==> src/rtl/mvpg_pkg.sv <==
// Shared constants, register indexes and the channel state record of the pulse generator.
package mvpg_pkg;

  localparam int CHANNELS    = 4;
  localparam int COUNT_WIDTH = 24;
  localparam int BASE_WIDTH  = 16;
  localparam int CH_W        = (CHANNELS > 1) ? $clog2(CHANNELS) : 1;
  localparam int CHAN_FIELD_W = 3;
  localparam int MIN_TICKS   = 2;
  localparam int DIV_CNT_W   = $clog2(COUNT_WIDTH + 1);

  // Configuration port
  localparam int CFG_IDX_W  = 3;
  localparam int CFG_DATA_W = 24;
  localparam int LEVEL_W    = 4;
  localparam int USED_W     = 3;

  localparam logic [CFG_IDX_W-1:0] REG_BASE   = 3'd0;
  localparam logic [CFG_IDX_W-1:0] REG_HT0    = 3'd1;
  localparam logic [CFG_IDX_W-1:0] REG_HT1    = 3'd2;
  localparam logic [CFG_IDX_W-1:0] REG_HT2    = 3'd3;
  localparam logic [CFG_IDX_W-1:0] REG_HT3    = 3'd4;
  localparam logic [CFG_IDX_W-1:0] REG_LEVELS = 3'd5;
  localparam logic [CFG_IDX_W-1:0] REG_USED   = 3'd6;

  localparam logic [BASE_WIDTH-1:0]  BASE_RESET   = 16'd10;
  localparam logic [COUNT_WIDTH-1:0] HT_RESET     = 24'd10;
  localparam logic [LEVEL_W-1:0]     LEVELS_RESET = 4'hf;

  // Item modes carried in tuser
  localparam logic MODE_TICK   = 1'b0;
  localparam logic MODE_ENABLE = 1'b1;

  // Per-channel record kept in the state RAM
  typedef struct packed {
    logic [COUNT_WIDTH-1:0] hi_cnt;
    logic [COUNT_WIDTH-1:0] lo_cnt;
    logic [COUNT_WIDTH-1:0] lo_ticks;
    logic                   enabled;
  } entry_t;

endpackage

==> src/rtl/multi_channel_variable_period_pulse_gen.sv <==
// Top level: request sequencer of the four-channel variable-period pulse generator.
// Usage:
//   s_axis carries one request per item. tuser selects the kind: a base tick, or a
//   set-enable for one channel. A tick request carries the next period of every
//   channel; a channel that finishes its low phase while enabled takes its period.
//   m_axis returns one result per request: pin levels, the periods taken, and for
//   set-enable the previous enable and whether the channel number was valid.
//   The cfg port writes one register per cycle; write it only while idle, unenforced.
// Timing:
//   A tick walks the channels one at a time through the state RAM: read, then
//   modify and write back. A channel that starts a pulse converts period and
//   high time to ticks in two 24-step dividers run side by side, and waits for
//   them before the write-back. A tick ends with the finish step; a set-enable
//   reads, writes and finishes, or goes straight to finish when refused.
//   A new request is taken while the previous result still waits at m_axis.
// Reset: all channels stop with pins inactive; registers return to their defaults.
//   RAM entries not yet written read as zero through per-entry valid bits.
// Stall:
//   When m_axis is stalled the finished result holds and the next request waits
//   in its last step until the output register frees up.
module multi_channel_variable_period_pulse_gen
  import mvpg_pkg::*;
(
  input  logic                  clk_i,
  input  logic                  rst_ni,
  // cfg write port
  input  logic                  cfg_we_i,
  input  logic [CFG_IDX_W-1:0]  cfg_idx_i,
  input  logic [CFG_DATA_W-1:0] cfg_wdata_i,
  // request stream
  input  logic                  s_axis_tvalid_i,
  output logic                  s_axis_tready_o,
  // tdata: channel[2:0], enable[3], next_period_ch0[27:4], next_period_ch1[51:28],
  //        next_period_ch2[75:52], next_period_ch3[99:76], zero fill [103:100]
  input  logic [103:0]          s_axis_tdata_i,
  // tuser: mode[0]
  input  logic                  s_axis_tuser_i,
  // result stream
  output logic                  m_axis_tvalid_o,
  input  logic                  m_axis_tready_i,
  // tdata: pin_levels[3:0], period_taken[7:4], previous_enable[8], channel_valid[9],
  //        zero fill [15:10]
  output logic [15:0]           m_axis_tdata_o
);

  localparam int EntryW = $bits(entry_t);

  localparam logic [2:0] S_IDLE = 3'd0;
  localparam logic [2:0] S_RD   = 3'd1;
  localparam logic [2:0] S_EX   = 3'd2;
  localparam logic [2:0] S_DIV  = 3'd3;
  localparam logic [2:0] S_FIN  = 3'd4;

  // Configuration registers
  logic [BASE_WIDTH-1:0]  base_q;
  logic [COUNT_WIDTH-1:0] ht_q [CHANNELS];
  logic [LEVEL_W-1:0]     lvl_q;
  logic [USED_W-1:0]      used_q;

  // Sequencer
  logic [2:0]             state_q, state_d;
  logic [CH_W-1:0]        ch_q, ch_d;
  logic                   mode_q;
  logic                   en_req_q;
  logic [COUNT_WIDTH-1:0] period_q [CHANNELS];
  entry_t                 work_q, work_d;
  logic [CHANNELS-1:0]    taken_q, taken_d;
  logic                   prev_q, prev_d;
  logic                   cvalid_q, cvalid_d;
  logic [CHANNELS-1:0]    active_q, active_d;
  logic [CHANNELS-1:0]    ent_vld_q;

  // Output register
  logic                   m_valid_q, m_valid_d;
  logic [15:0]            m_data_q, m_data_d;

  // RAM and dividers
  logic                   ram_we, ram_re;
  entry_t                 ram_wdata, ram_rdata, rd_ent;
  logic                   div_start;
  logic                   div_p_done, div_h_done;
  logic [COUNT_WIDTH-1:0] div_p_quot, div_h_quot;
  logic [BASE_WIDTH-1:0]  base_eff;

  // Request decode
  logic                   in_acc;
  logic [CHAN_FIELD_W-1:0] in_chan;
  logic [USED_W-1:0]      used_eff;
  logic                   chan_ok;
  logic                   out_free;

  // Pulse start arithmetic
  logic [COUNT_WIDTH-1:0] hticks, pticks, lticks;
  logic [CHANNELS-1:0]    pins;

  assign in_acc   = s_axis_tvalid_i && s_axis_tready_o;
  assign in_chan  = s_axis_tdata_i[2:0];
  assign used_eff = (used_q > USED_W'(CHANNELS)) ? USED_W'(CHANNELS) : used_q;
  assign chan_ok  = (in_chan != '0) && (in_chan <= CHAN_FIELD_W'(used_eff));
  assign base_eff = (base_q == '0) ? BASE_WIDTH'(1) : base_q;
  assign out_free = !m_valid_q || m_axis_tready_i;
  assign s_axis_tready_o = (state_q == S_IDLE);

  // Entries never written read as the reset record
  assign rd_ent = ent_vld_q[ch_q] ? ram_rdata : '0;

  // High time is floored at one tick, period at the minimum tick count
  assign hticks = (div_h_quot == '0) ? COUNT_WIDTH'(1) : div_h_quot;
  assign pticks = (div_p_quot < COUNT_WIDTH'(MIN_TICKS)) ? COUNT_WIDTH'(MIN_TICKS)
                                                         : div_p_quot;
  assign lticks = (pticks > hticks) ? (pticks - hticks) : '0;

  assign pins = ~(active_q ^ lvl_q);

  always_comb begin
    state_d   = state_q;
    ch_d      = ch_q;
    work_d    = work_q;
    taken_d   = taken_q;
    prev_d    = prev_q;
    cvalid_d  = cvalid_q;
    active_d  = active_q;
    m_valid_d = m_valid_q;
    m_data_d  = m_data_q;
    ram_we    = 1'b0;
    ram_re    = 1'b0;
    ram_wdata = rd_ent;
    div_start = 1'b0;

    if (m_valid_q && m_axis_tready_i) begin
      m_valid_d = 1'b0;
    end

    case (state_q)
      S_IDLE: begin
        if (in_acc) begin
          taken_d  = '0;
          prev_d   = 1'b0;
          cvalid_d = 1'b0;
          if (s_axis_tuser_i == MODE_ENABLE) begin
            ch_d    = CH_W'(in_chan - 1'b1);
            // refused channel: nothing changes
            state_d = chan_ok ? S_RD : S_FIN;
          end else begin
            ch_d    = '0;
            state_d = S_RD;
          end
        end
      end

      S_RD: begin
        ram_re  = 1'b1;
        state_d = S_EX;
      end

      S_EX: begin
        if (mode_q == MODE_ENABLE) begin
          ram_wdata.enabled = en_req_q;
          ram_we   = 1'b1;
          prev_d   = rd_ent.enabled;
          cvalid_d = 1'b1;
          state_d  = S_FIN;
        end else begin
          if (rd_ent.hi_cnt != '0) begin
            // active phase: count down, drop the pin at the end
            ram_wdata.hi_cnt = rd_ent.hi_cnt - 1'b1;
            if (rd_ent.hi_cnt == COUNT_WIDTH'(1)) begin
              active_d[ch_q]   = 1'b0;
              ram_wdata.lo_cnt = rd_ent.lo_ticks;
            end
            ram_we = 1'b1;
          end else begin
            if (rd_ent.lo_cnt != '0) begin
              ram_wdata.lo_cnt = rd_ent.lo_cnt - 1'b1;
            end
            if ((rd_ent.lo_cnt <= COUNT_WIDTH'(1)) && rd_ent.enabled) begin
              taken_d[ch_q] = 1'b1;
              if (period_q[ch_q] == '0) begin
                ram_wdata.enabled = 1'b0;
                ram_we = 1'b1;
              end else begin
                // hold the record while the dividers run
                work_d    = ram_wdata;
                div_start = 1'b1;
              end
            end else begin
              ram_we = 1'b1;
            end
          end

          if (div_start) begin
            state_d = S_DIV;
          end else if (ch_q == CH_W'(CHANNELS - 1)) begin
            state_d = S_FIN;
          end else begin
            ch_d    = ch_q + 1'b1;
            state_d = S_RD;
          end
        end
      end

      S_DIV: begin
        ram_wdata = work_q;
        if (div_p_done) begin
          ram_wdata.hi_cnt   = hticks;
          ram_wdata.lo_ticks = lticks;
          ram_we         = 1'b1;
          active_d[ch_q] = 1'b1;
          if (ch_q == CH_W'(CHANNELS - 1)) begin
            state_d = S_FIN;
          end else begin
            ch_d    = ch_q + 1'b1;
            state_d = S_RD;
          end
        end
      end

      S_FIN: begin
        if (out_free) begin
          m_valid_d = 1'b1;
          m_data_d  = {6'b0, cvalid_q, prev_q, taken_q, pins};
          state_d   = S_IDLE;
        end
      end

      default: begin
        state_d = S_IDLE;
      end
    endcase
  end

  always_ff @(posedge clk_i or negedge rst_ni) begin
    if (!rst_ni) begin
      state_q   <= S_IDLE;
      ch_q      <= '0;
      taken_q   <= '0;
      prev_q    <= 1'b0;
      cvalid_q  <= 1'b0;
      active_q  <= '0;
      ent_vld_q <= '0;
      m_valid_q <= 1'b0;
    end else begin
      state_q   <= state_d;
      ch_q      <= ch_d;
      taken_q   <= taken_d;
      prev_q    <= prev_d;
      cvalid_q  <= cvalid_d;
      active_q  <= active_d;
      m_valid_q <= m_valid_d;
      if (ram_we) begin
        ent_vld_q[ch_q] <= 1'b1;
      end
    end
  end

  // Request payload and result data
  always_ff @(posedge clk_i) begin
    work_q   <= work_d;
    m_data_q <= m_data_d;
    if (in_acc) begin
      mode_q      <= s_axis_tuser_i;
      en_req_q    <= s_axis_tdata_i[3];
      period_q[0] <= s_axis_tdata_i[27:4];
      period_q[1] <= s_axis_tdata_i[51:28];
      period_q[2] <= s_axis_tdata_i[75:52];
      period_q[3] <= s_axis_tdata_i[99:76];
    end
  end

  // Configuration registers
  always_ff @(posedge clk_i or negedge rst_ni) begin
    if (!rst_ni) begin
      base_q <= BASE_RESET;
      ht_q   <= '{default: HT_RESET};
      lvl_q  <= LEVELS_RESET;
      used_q <= '0;
    end else if (cfg_we_i) begin
      case (cfg_idx_i)
        REG_BASE:   base_q  <= cfg_wdata_i[BASE_WIDTH-1:0];
        REG_HT0:    ht_q[0] <= cfg_wdata_i[COUNT_WIDTH-1:0];
        REG_HT1:    ht_q[1] <= cfg_wdata_i[COUNT_WIDTH-1:0];
        REG_HT2:    ht_q[2] <= cfg_wdata_i[COUNT_WIDTH-1:0];
        REG_HT3:    ht_q[3] <= cfg_wdata_i[COUNT_WIDTH-1:0];
        REG_LEVELS: lvl_q   <= cfg_wdata_i[LEVEL_W-1:0];
        REG_USED:   used_q  <= cfg_wdata_i[USED_W-1:0];
        default: begin
        end
      endcase
    end
  end

  mvpg_ram #(
    .Width (EntryW),
    .Depth (CHANNELS)
  ) u_state_ram (
    .clk_i   (clk_i),
    .we_i    (ram_we),
    .waddr_i (ch_q),
    .wdata_i (ram_wdata),
    .re_i    (ram_re),
    .raddr_i (ch_q),
    .rdata_o (ram_rdata)
  );

  // Period in ticks
  mvpg_div u_div_period (
    .clk_i      (clk_i),
    .rst_ni     (rst_ni),
    .start_i    (div_start),
    .dividend_i (period_q[ch_q]),
    .divisor_i  (base_eff),
    .done_o     (div_p_done),
    .quot_o     (div_p_quot)
  );

  // High time in ticks
  mvpg_div u_div_high (
    .clk_i      (clk_i),
    .rst_ni     (rst_ni),
    .start_i    (div_start),
    .dividend_i (ht_q[ch_q]),
    .divisor_i  (base_eff),
    .done_o     (div_h_done),
    .quot_o     (div_h_quot)
  );

  assign m_axis_tvalid_o = m_valid_q;
  assign m_axis_tdata_o  = m_data_q;

`ifndef ASSERT_OFF
  a_no_write_idle: assert property (@(posedge clk_i) disable iff (!rst_ni)
    ram_we |-> (state_q == S_EX || state_q == S_DIV))
    else $error("state RAM written outside a channel step");

  a_div_lockstep: assert property (@(posedge clk_i) disable iff (!rst_ni)
    div_p_done == div_h_done)
    else $error("period and high time dividers out of step");

  a_div_enters_wait: assert property (@(posedge clk_i) disable iff (!rst_ni)
    div_start |=> (state_q == S_DIV))
    else $error("divider started without waiting for it");

  a_accept_next: assert property (@(posedge clk_i) disable iff (!rst_ni)
    in_acc |=> (state_q == S_RD || state_q == S_FIN))
    else $error("accepted request not sequenced");

  a_enable_no_taken: assert property (@(posedge clk_i) disable iff (!rst_ni)
    (state_q == S_FIN && mode_q == MODE_ENABLE) |-> (taken_q == '0))
    else $error("set-enable request reports a taken period");
`endif

endmodule

==> src/rtl/mvpg_ram.sv <==
// Generic single-write, single-read RAM with registered read data.
module mvpg_ram #(
  parameter int Width = 8,
  parameter int Depth = 4,
  localparam int AddrW = (Depth > 1) ? $clog2(Depth) : 1
) (
  input  logic             clk_i,
  input  logic             we_i,
  input  logic [AddrW-1:0] waddr_i,
  input  logic [Width-1:0] wdata_i,
  input  logic             re_i,
  input  logic [AddrW-1:0] raddr_i,
  output logic [Width-1:0] rdata_o
);

  logic [Width-1:0] mem_q [Depth];
  logic [Width-1:0] rdata_q;

  always_ff @(posedge clk_i) begin
    if (we_i) begin
      mem_q[waddr_i] <= wdata_i;
    end
    if (re_i) begin
      rdata_q <= mem_q[raddr_i];
    end
  end

  assign rdata_o = rdata_q;

endmodule

==> src/rtl/mvpg_div.sv <==
// Restoring divider, one quotient bit per cycle, for microseconds to base ticks.
module mvpg_div
  import mvpg_pkg::*;
(
  input  logic                   clk_i,
  input  logic                   rst_ni,
  input  logic                   start_i,
  input  logic [COUNT_WIDTH-1:0] dividend_i,
  input  logic [BASE_WIDTH-1:0]  divisor_i,
  output logic                   done_o,
  output logic [COUNT_WIDTH-1:0] quot_o
);

  logic                   busy_q, busy_d;
  logic                   done_q, done_d;
  logic [DIV_CNT_W-1:0]   cnt_q, cnt_d;
  logic [BASE_WIDTH-1:0]  rem_q, rem_d;
  logic [BASE_WIDTH-1:0]  dvs_q, dvs_d;
  logic [COUNT_WIDTH-1:0] quo_q, quo_d;
  logic [BASE_WIDTH:0]    trial;
  logic                   fits;

  assign trial = {rem_q, quo_q[COUNT_WIDTH-1]};
  assign fits  = (trial >= {1'b0, dvs_q});

  always_comb begin
    busy_d = busy_q;
    done_d = 1'b0;
    cnt_d  = cnt_q;
    rem_d  = rem_q;
    dvs_d  = dvs_q;
    quo_d  = quo_q;
    if (start_i) begin
      busy_d = 1'b1;
      cnt_d  = '0;
      rem_d  = '0;
      dvs_d  = divisor_i;
      quo_d  = dividend_i;
    end else if (busy_q) begin
      // shift in the next dividend bit, subtract when it fits
      rem_d = fits ? BASE_WIDTH'(trial - {1'b0, dvs_q}) : trial[BASE_WIDTH-1:0];
      quo_d = {quo_q[COUNT_WIDTH-2:0], fits};
      cnt_d = cnt_q + 1'b1;
      if (cnt_q == DIV_CNT_W'(COUNT_WIDTH - 1)) begin
        busy_d = 1'b0;
        done_d = 1'b1;
      end
    end
  end

  always_ff @(posedge clk_i or negedge rst_ni) begin
    if (!rst_ni) begin
      busy_q <= 1'b0;
      done_q <= 1'b0;
      cnt_q  <= '0;
    end else begin
      busy_q <= busy_d;
      done_q <= done_d;
      cnt_q  <= cnt_d;
    end
  end

  always_ff @(posedge clk_i) begin
    rem_q <= rem_d;
    dvs_q <= dvs_d;
    quo_q <= quo_d;
  end

  assign done_o = done_q;
  assign quot_o = quo_q;

endmodule
==> config.mk <==
export PLATFORM = sky130hd
export DESIGN_NAME = multi_channel_variable_period_pulse_gen
export DESIGN_NICKNAME = d
export VERILOG_FILES = /design/src/rtl/mvpg_pkg.sv /design/src/rtl/multi_channel_variable_period_pulse_gen.sv /design/src/rtl/mvpg_ram.sv /design/src/rtl/mvpg_div.sv
export SDC_FILE = /design/constraint.sdc
export NUM_CORES = 1
export LEC_CHECK = 0
export ABC_CLOCK_PERIOD_IN_PS = 24600
export BUFFER_PORTS_ARGS = -buffer_cell sky130_fd_sc_hd__buf_2
export CAP_MARGIN = 25
export CORE_MARGIN = 2
export CORE_UTILIZATION = 58
export DETAILED_ROUTE_END_ITERATION = 8
export GPL_TIMING_DRIVEN = 0
export PLACE_DENSITY = 0.74
export RECOVER_POWER = 50
export SYNTH_ARGS = -nofsm -noshare
export SYNTH_HDL_FRONTEND = slang
export SYNTH_HIERARCHICAL = 1
export SYNTH_SLANG_ARGS = --single-unit
==> constraint.sdc <==
create_clock -name clk_i -period 24.6 [get_ports clk_i]
set_input_delay 1.23 -clock clk_i [delete_from_list [all_inputs] [get_ports clk_i]]
set_output_delay 1.23 -clock clk_i [all_outputs]
set_load 0.01 [all_outputs]
==> results.md <==
Outcome:
- The run finished, with violations left.
- The final reports fail on capacitance limit, slew limit.

Layout:
- After the flow finishes, the layout carries non-filler instances totaling approximately 3700.
- The area added between synthesis and finish is 12.4%.
- The final standard cell area without fillers is 41900 sq um.
- Measured on the finished design, the core utilization comes to about two thirds.
- The layout net count is 3046.
- The fraction of final layout cells with drive strength greater than 1 is roughly 22%.
- The number of antenna repair diodes is 0.

Timing:
- The final clock skew is about 0.024 ns.
- Based on the critical path, the design can be clocked at up to 118 MHz.
- The worst-case headroom to the max-slew limit is -251%.
- The count of final max-slew check failures came to 340.
- The total negative slack is 0 ns.
- Setup repair after global routing left no endpoint under its margin.
- The total count of hold-check failures in the final report is 0.
- The count of endpoints failing setup in the final report is 0.
- Final hold analysis gives a worst-case slack of 0.481 ns.
- At the pin with the least slew margin, the transition time is 5.26 ns.
- The period utilization is 34.4%.
- The time the final worst path needs with I/O delays and setup is approximately 8.5 ns.

Detailed routing:
- The per-cell via count in the routed design is 6.45.
- The via total after detailed routing is 24158.
- Wires add up to 99900 um.
- In the routed design, unresolved DRC markers number 0.
- For this block, the initial DRC count from the detailed router was 3012.
- The count of nets left with antenna violations once routing finished came out at 0.
- The length of the first detailed-routing pass in iterations is 8.
- The routed wire length per instance is 26.7 um.

GRT:
- For this run the aggregate overflow at the end of global routing stands at 0.
- The number of antenna violations at the first check in global routing is 4.
- The overall global routing resource usage is 30.1%.
- The first-pass GRT wire length is 150000 um.
- The number of global-route vias before repair is ~24000.
- Entering global routing, the biggest net connects 101 pins.

CTS:
- Clock latency on the worst-skew pair, taken at its later pin, is 0.65 ns.
- The number of buffers created by CTS is 84.
- In this run the clock root is driven by a sky130_fd_sc_hd__clkbuf_16.
- The clock tree from TritonCTS is done.
- The setup fix buffers added after clock tree synthesis is 0.
- The clock transition time at the flip-flop clock pins of the worst setup and hold paths is 0.06 ns.
- The post-cts resize count is 0.
- The clock sink total is 810.
- The maximum count of clock buffers along a single path is 3.
- The H-tree generated during clock tree synthesis spans 3 levels.
- In this run, post-CTS hold repair placed 0 buffers.

Setup path:
- The launching element type of the critical path is a flip-flop.
- The type of the worst setup path is reg -> reg.
- In this run the worst setup path begins at ch_q[1]$_DFFE_PN0P_.
- The cell occurring most often along the worst timing path is sky130_fd_sc_hd__clkbuf_1.
- The highest cell delay on the worst timing path is about 1.9 ns.
- For flop-to-flop paths, the worst setup slack is between 15 and 20 ns.
- The number of cells on the critical path is 17.
- In this run the worst setup path terminates at u_div_high/quot_o[14]$_DFFE_PP_.
- The slowest stage of the critical path is the sky130_fd_sc_hd__clkbuf_1 cell.
- The number of buffer and inverter instances along the worst setup path is 9.
- The worst register-to-register path ends at u_div_high/quot_o[14]$_DFFE_PP_.
- The endpoint kind of the worst setup timing path is a flip-flop.
- Data on the critical path is required at its endpoint by 24.86 ns.
- The worst reg2reg path depth is 17.
- The cell type group with the largest total delay on the critical path is buffers and inverters.
- At the worst endpoint, the arrival time is between 8 and 9 ns.
- The launch instance of the worst register-to-register path is ch_q[1]$_DFFE_PN0P_.
- Walking the worst path, the cells encountered are clkbuf_1 -> mux4_2 -> clkbuf_1 -> clkbuf_1 -> clkbuf_1 -> nand2_1 -> ha_1 -> clkbuf_1 -> nor2_1 -> nor3_1 -> nand4_1 -> or2_0 -> clkinv_1 -> clkbuf_1 -> buf_1 -> nor2_1 -> inv_1.
- In this run the worst path has a maximum fanout of 42.

Power and ir drop:
- The power density over the cells is 109 nW/um^2.
- The fraction of power spent switching nets is 32.4%.
- The clock network burns 27.9% of the power.
- The leakage component of the power is ~15 nW.
- The worst voltage drop across the vdd grid is 0.0878 mV.
- The internal power of the cells totals 0.00310 W.
- Registers are responsible for a little over two fifths of the overall power.
- In this run the power spent charging and discharging nets is around 0.0015 W.
- Combinational cells account for around 28% of the total power.

Synthesis:
- The area of the mapped netlist is approximately 37000 sq um.
- The number of instances in the synthesized netlist is between 2000 and 3000.
- The average footprint of a synthesized cell is 14.4 sq um.
- Yosys printed 6 warnings.

Die:
- The area of the die is 66300 sq um.
- Once the floorplan was initialized, standard cells occupied roughly three fifths of the core.
- The standard-cell row count is between 90 and 100.
- The number of ports placed on the die boundary is 155.
- In this run the vertical extent of the chip is 258 um.
- From left edge to right edge, the die measures 258 um.
- The total core area is between 60000 and 70000 sq um.

Placement:
- The cell count after placement is approximately 3600.
- The weighted congestion at the end of routability-driven global placement is around 0.96.
- Summing all placed instances gives a cell area of 39400 sq um.
- The estimated wirelength of the detail-placed design is around 70000 um.
- Port buffering added 142 buffers.

Run:
- The number of max-cap violations is 7.

Worst hold path:
- The tightest min-delay check is of the reg -> reg type.
==> worst min-delay path: stages (launching register included) <==
cell and delay, ns:
sky130_fd_sc_hd__dfxtp_1 0.33, sky130_fd_sc_hd__nand2_1 0.06, sky130_fd_sc_hd__o21ai_1 0.05
==> how the worst min path moves through the flow <==
stage                                  endpoint                        startpoint  slack [ns]  cells past startpoint
3_5_place_dp        m_axis_tdata_o[9]$_DFFE_PP_              cvalid_q$_DFFE_PN0P_        0.46                      0
6_report       u_div_high/rem_q[2]$_SDFFE_PP0P_  u_div_high/rem_q[2]$_SDFFE_PP0P_        0.48                      2
2_1_floorplan       m_axis_tdata_o[8]$_DFFE_PP_                prev_q$_DFFE_PN0P_        0.42                      0
4_1_cts             m_axis_tdata_o[9]$_DFFE_PP_              cvalid_q$_DFFE_PN0P_        0.48                      0
3_3_place_gp           ent_vld_q[3]$_DFFE_PN0P_          ent_vld_q[3]$_DFFE_PN0P_        0.47                      1
5_1_grt             m_axis_tdata_o[9]$_DFFE_PP_              cvalid_q$_DFFE_PN0P_        0.50                      0
==> final cells by class <==
cell class | count | area, sq um
Sequential cell | 810 | 23300
Fill cell | 4524 | 21400
Multi-Input combinational cell | 1490 | 12800
Clock buffer | 109 | 2300
Tap cell | 846 | 1060
Timing Repair Buffer | 161 | 910
Buffer | 172 | 721
Clock inverter | 44 | 462
Inverter | 114 | 430
==> layer usage <==
metal	global-route usage [%]	vias up	part of all wire [%]
met5	0	-	0.022
met4	9.86	4	3.2
met3	5.85	200	9.1
met2	47.0	1252	47
met1	43.2	12204	41
li1	-	10498	-
==> cell usage in the layout, fill, tap and decap left out, types with 15 or more instances in the layout <==
master	count
sky130_fd_sc_hd__ha_1	73
sky130_fd_sc_hd__nor2_1	113
sky130_fd_sc_hd__nand4_1	18
sky130_fd_sc_hd__nor4_1	30
sky130_fd_sc_hd__dfxtp_1	32
sky130_fd_sc_hd__or3_1	15
sky130_fd_sc_hd__nor3b_1	26
sky130_fd_sc_hd__xor2_1	17
sky130_fd_sc_hd__a31oi_1	17
sky130_fd_sc_hd__nand2_1	149
sky130_fd_sc_hd__a221oi_1	20
sky130_fd_sc_hd__clkbuf_16	85
sky130_fd_sc_hd__inv_1	111
sky130_fd_sc_hd__nor3_1	34
sky130_fd_sc_hd__a211oi_1	21
sky130_fd_sc_hd__mux2i_1	51
sky130_fd_sc_hd__a22o_1	15
sky130_fd_sc_hd__and2_0	24
sky130_fd_sc_hd__mux4_2	121
sky130_fd_sc_hd__a21o_1	30
sky130_fd_sc_hd__nand3_1	35
sky130_fd_sc_hd__buf_1	19
sky130_fd_sc_hd__clkbuf_1	164
sky130_fd_sc_hd__edfxtp_1	626
sky130_fd_sc_hd__buf_2	143
sky130_fd_sc_hd__nand2b_1	16
sky130_fd_sc_hd__a21oi_1	104
sky130_fd_sc_hd__o21ai_0	72
sky130_fd_sc_hd__xnor2_1	38
sky130_fd_sc_hd__a221o_1	22
sky130_fd_sc_hd__mux2_2	165
sky130_fd_sc_hd__dfrtp_1	138
==> power by group through the flow <==
stage | Clock (W) | Combinational, W | Sequential, W
floorplan | 0 | 0.000875 | 0.00197
global placement | 0 | 0.00125 | 0.00202
detailed placement | 0 | 0.00132 | 0.00201
CTS | 0.00130 | 0.00133 | 0.00198
global route | 0.00135 | 0.00139 | 0.00201
finish | 0.00128 | 0.00131 | 0.00199
==> per-stage QoR <==
stage,total power (W),worst slack (ns)
floorplan,0.00285,15.71
global placement,0.00327,9.39
detailed placement,0.00333,17.55
CTS,0.00461,17.48
global route,0.00475,15.24
finish,0.00458,16.14
==> sequential cells by signal, summed over array words and instances (netlist names), 4 cells and up, named ones only <==
name	count
period_q	96
m_axis_tdata_o	10
lvl_q	4
u_div_period/cnt_q	5
u_div_high/rem_q	16
ent_vld_q	4
u_div_high/dvs_q	16
u_state_ram/mem_q	292
base_q	16
u_div_period/quot_o	24
ht_q	96
u_div_high/cnt_q	5
u_div_period/rem_q	16
work_q	73
u_state_ram/rdata_o	73
u_div_high/quot_o	24
taken_q	4
u_div_period/dvs_q	16
No activity file was read; power rests on OpenSTA's default activity.
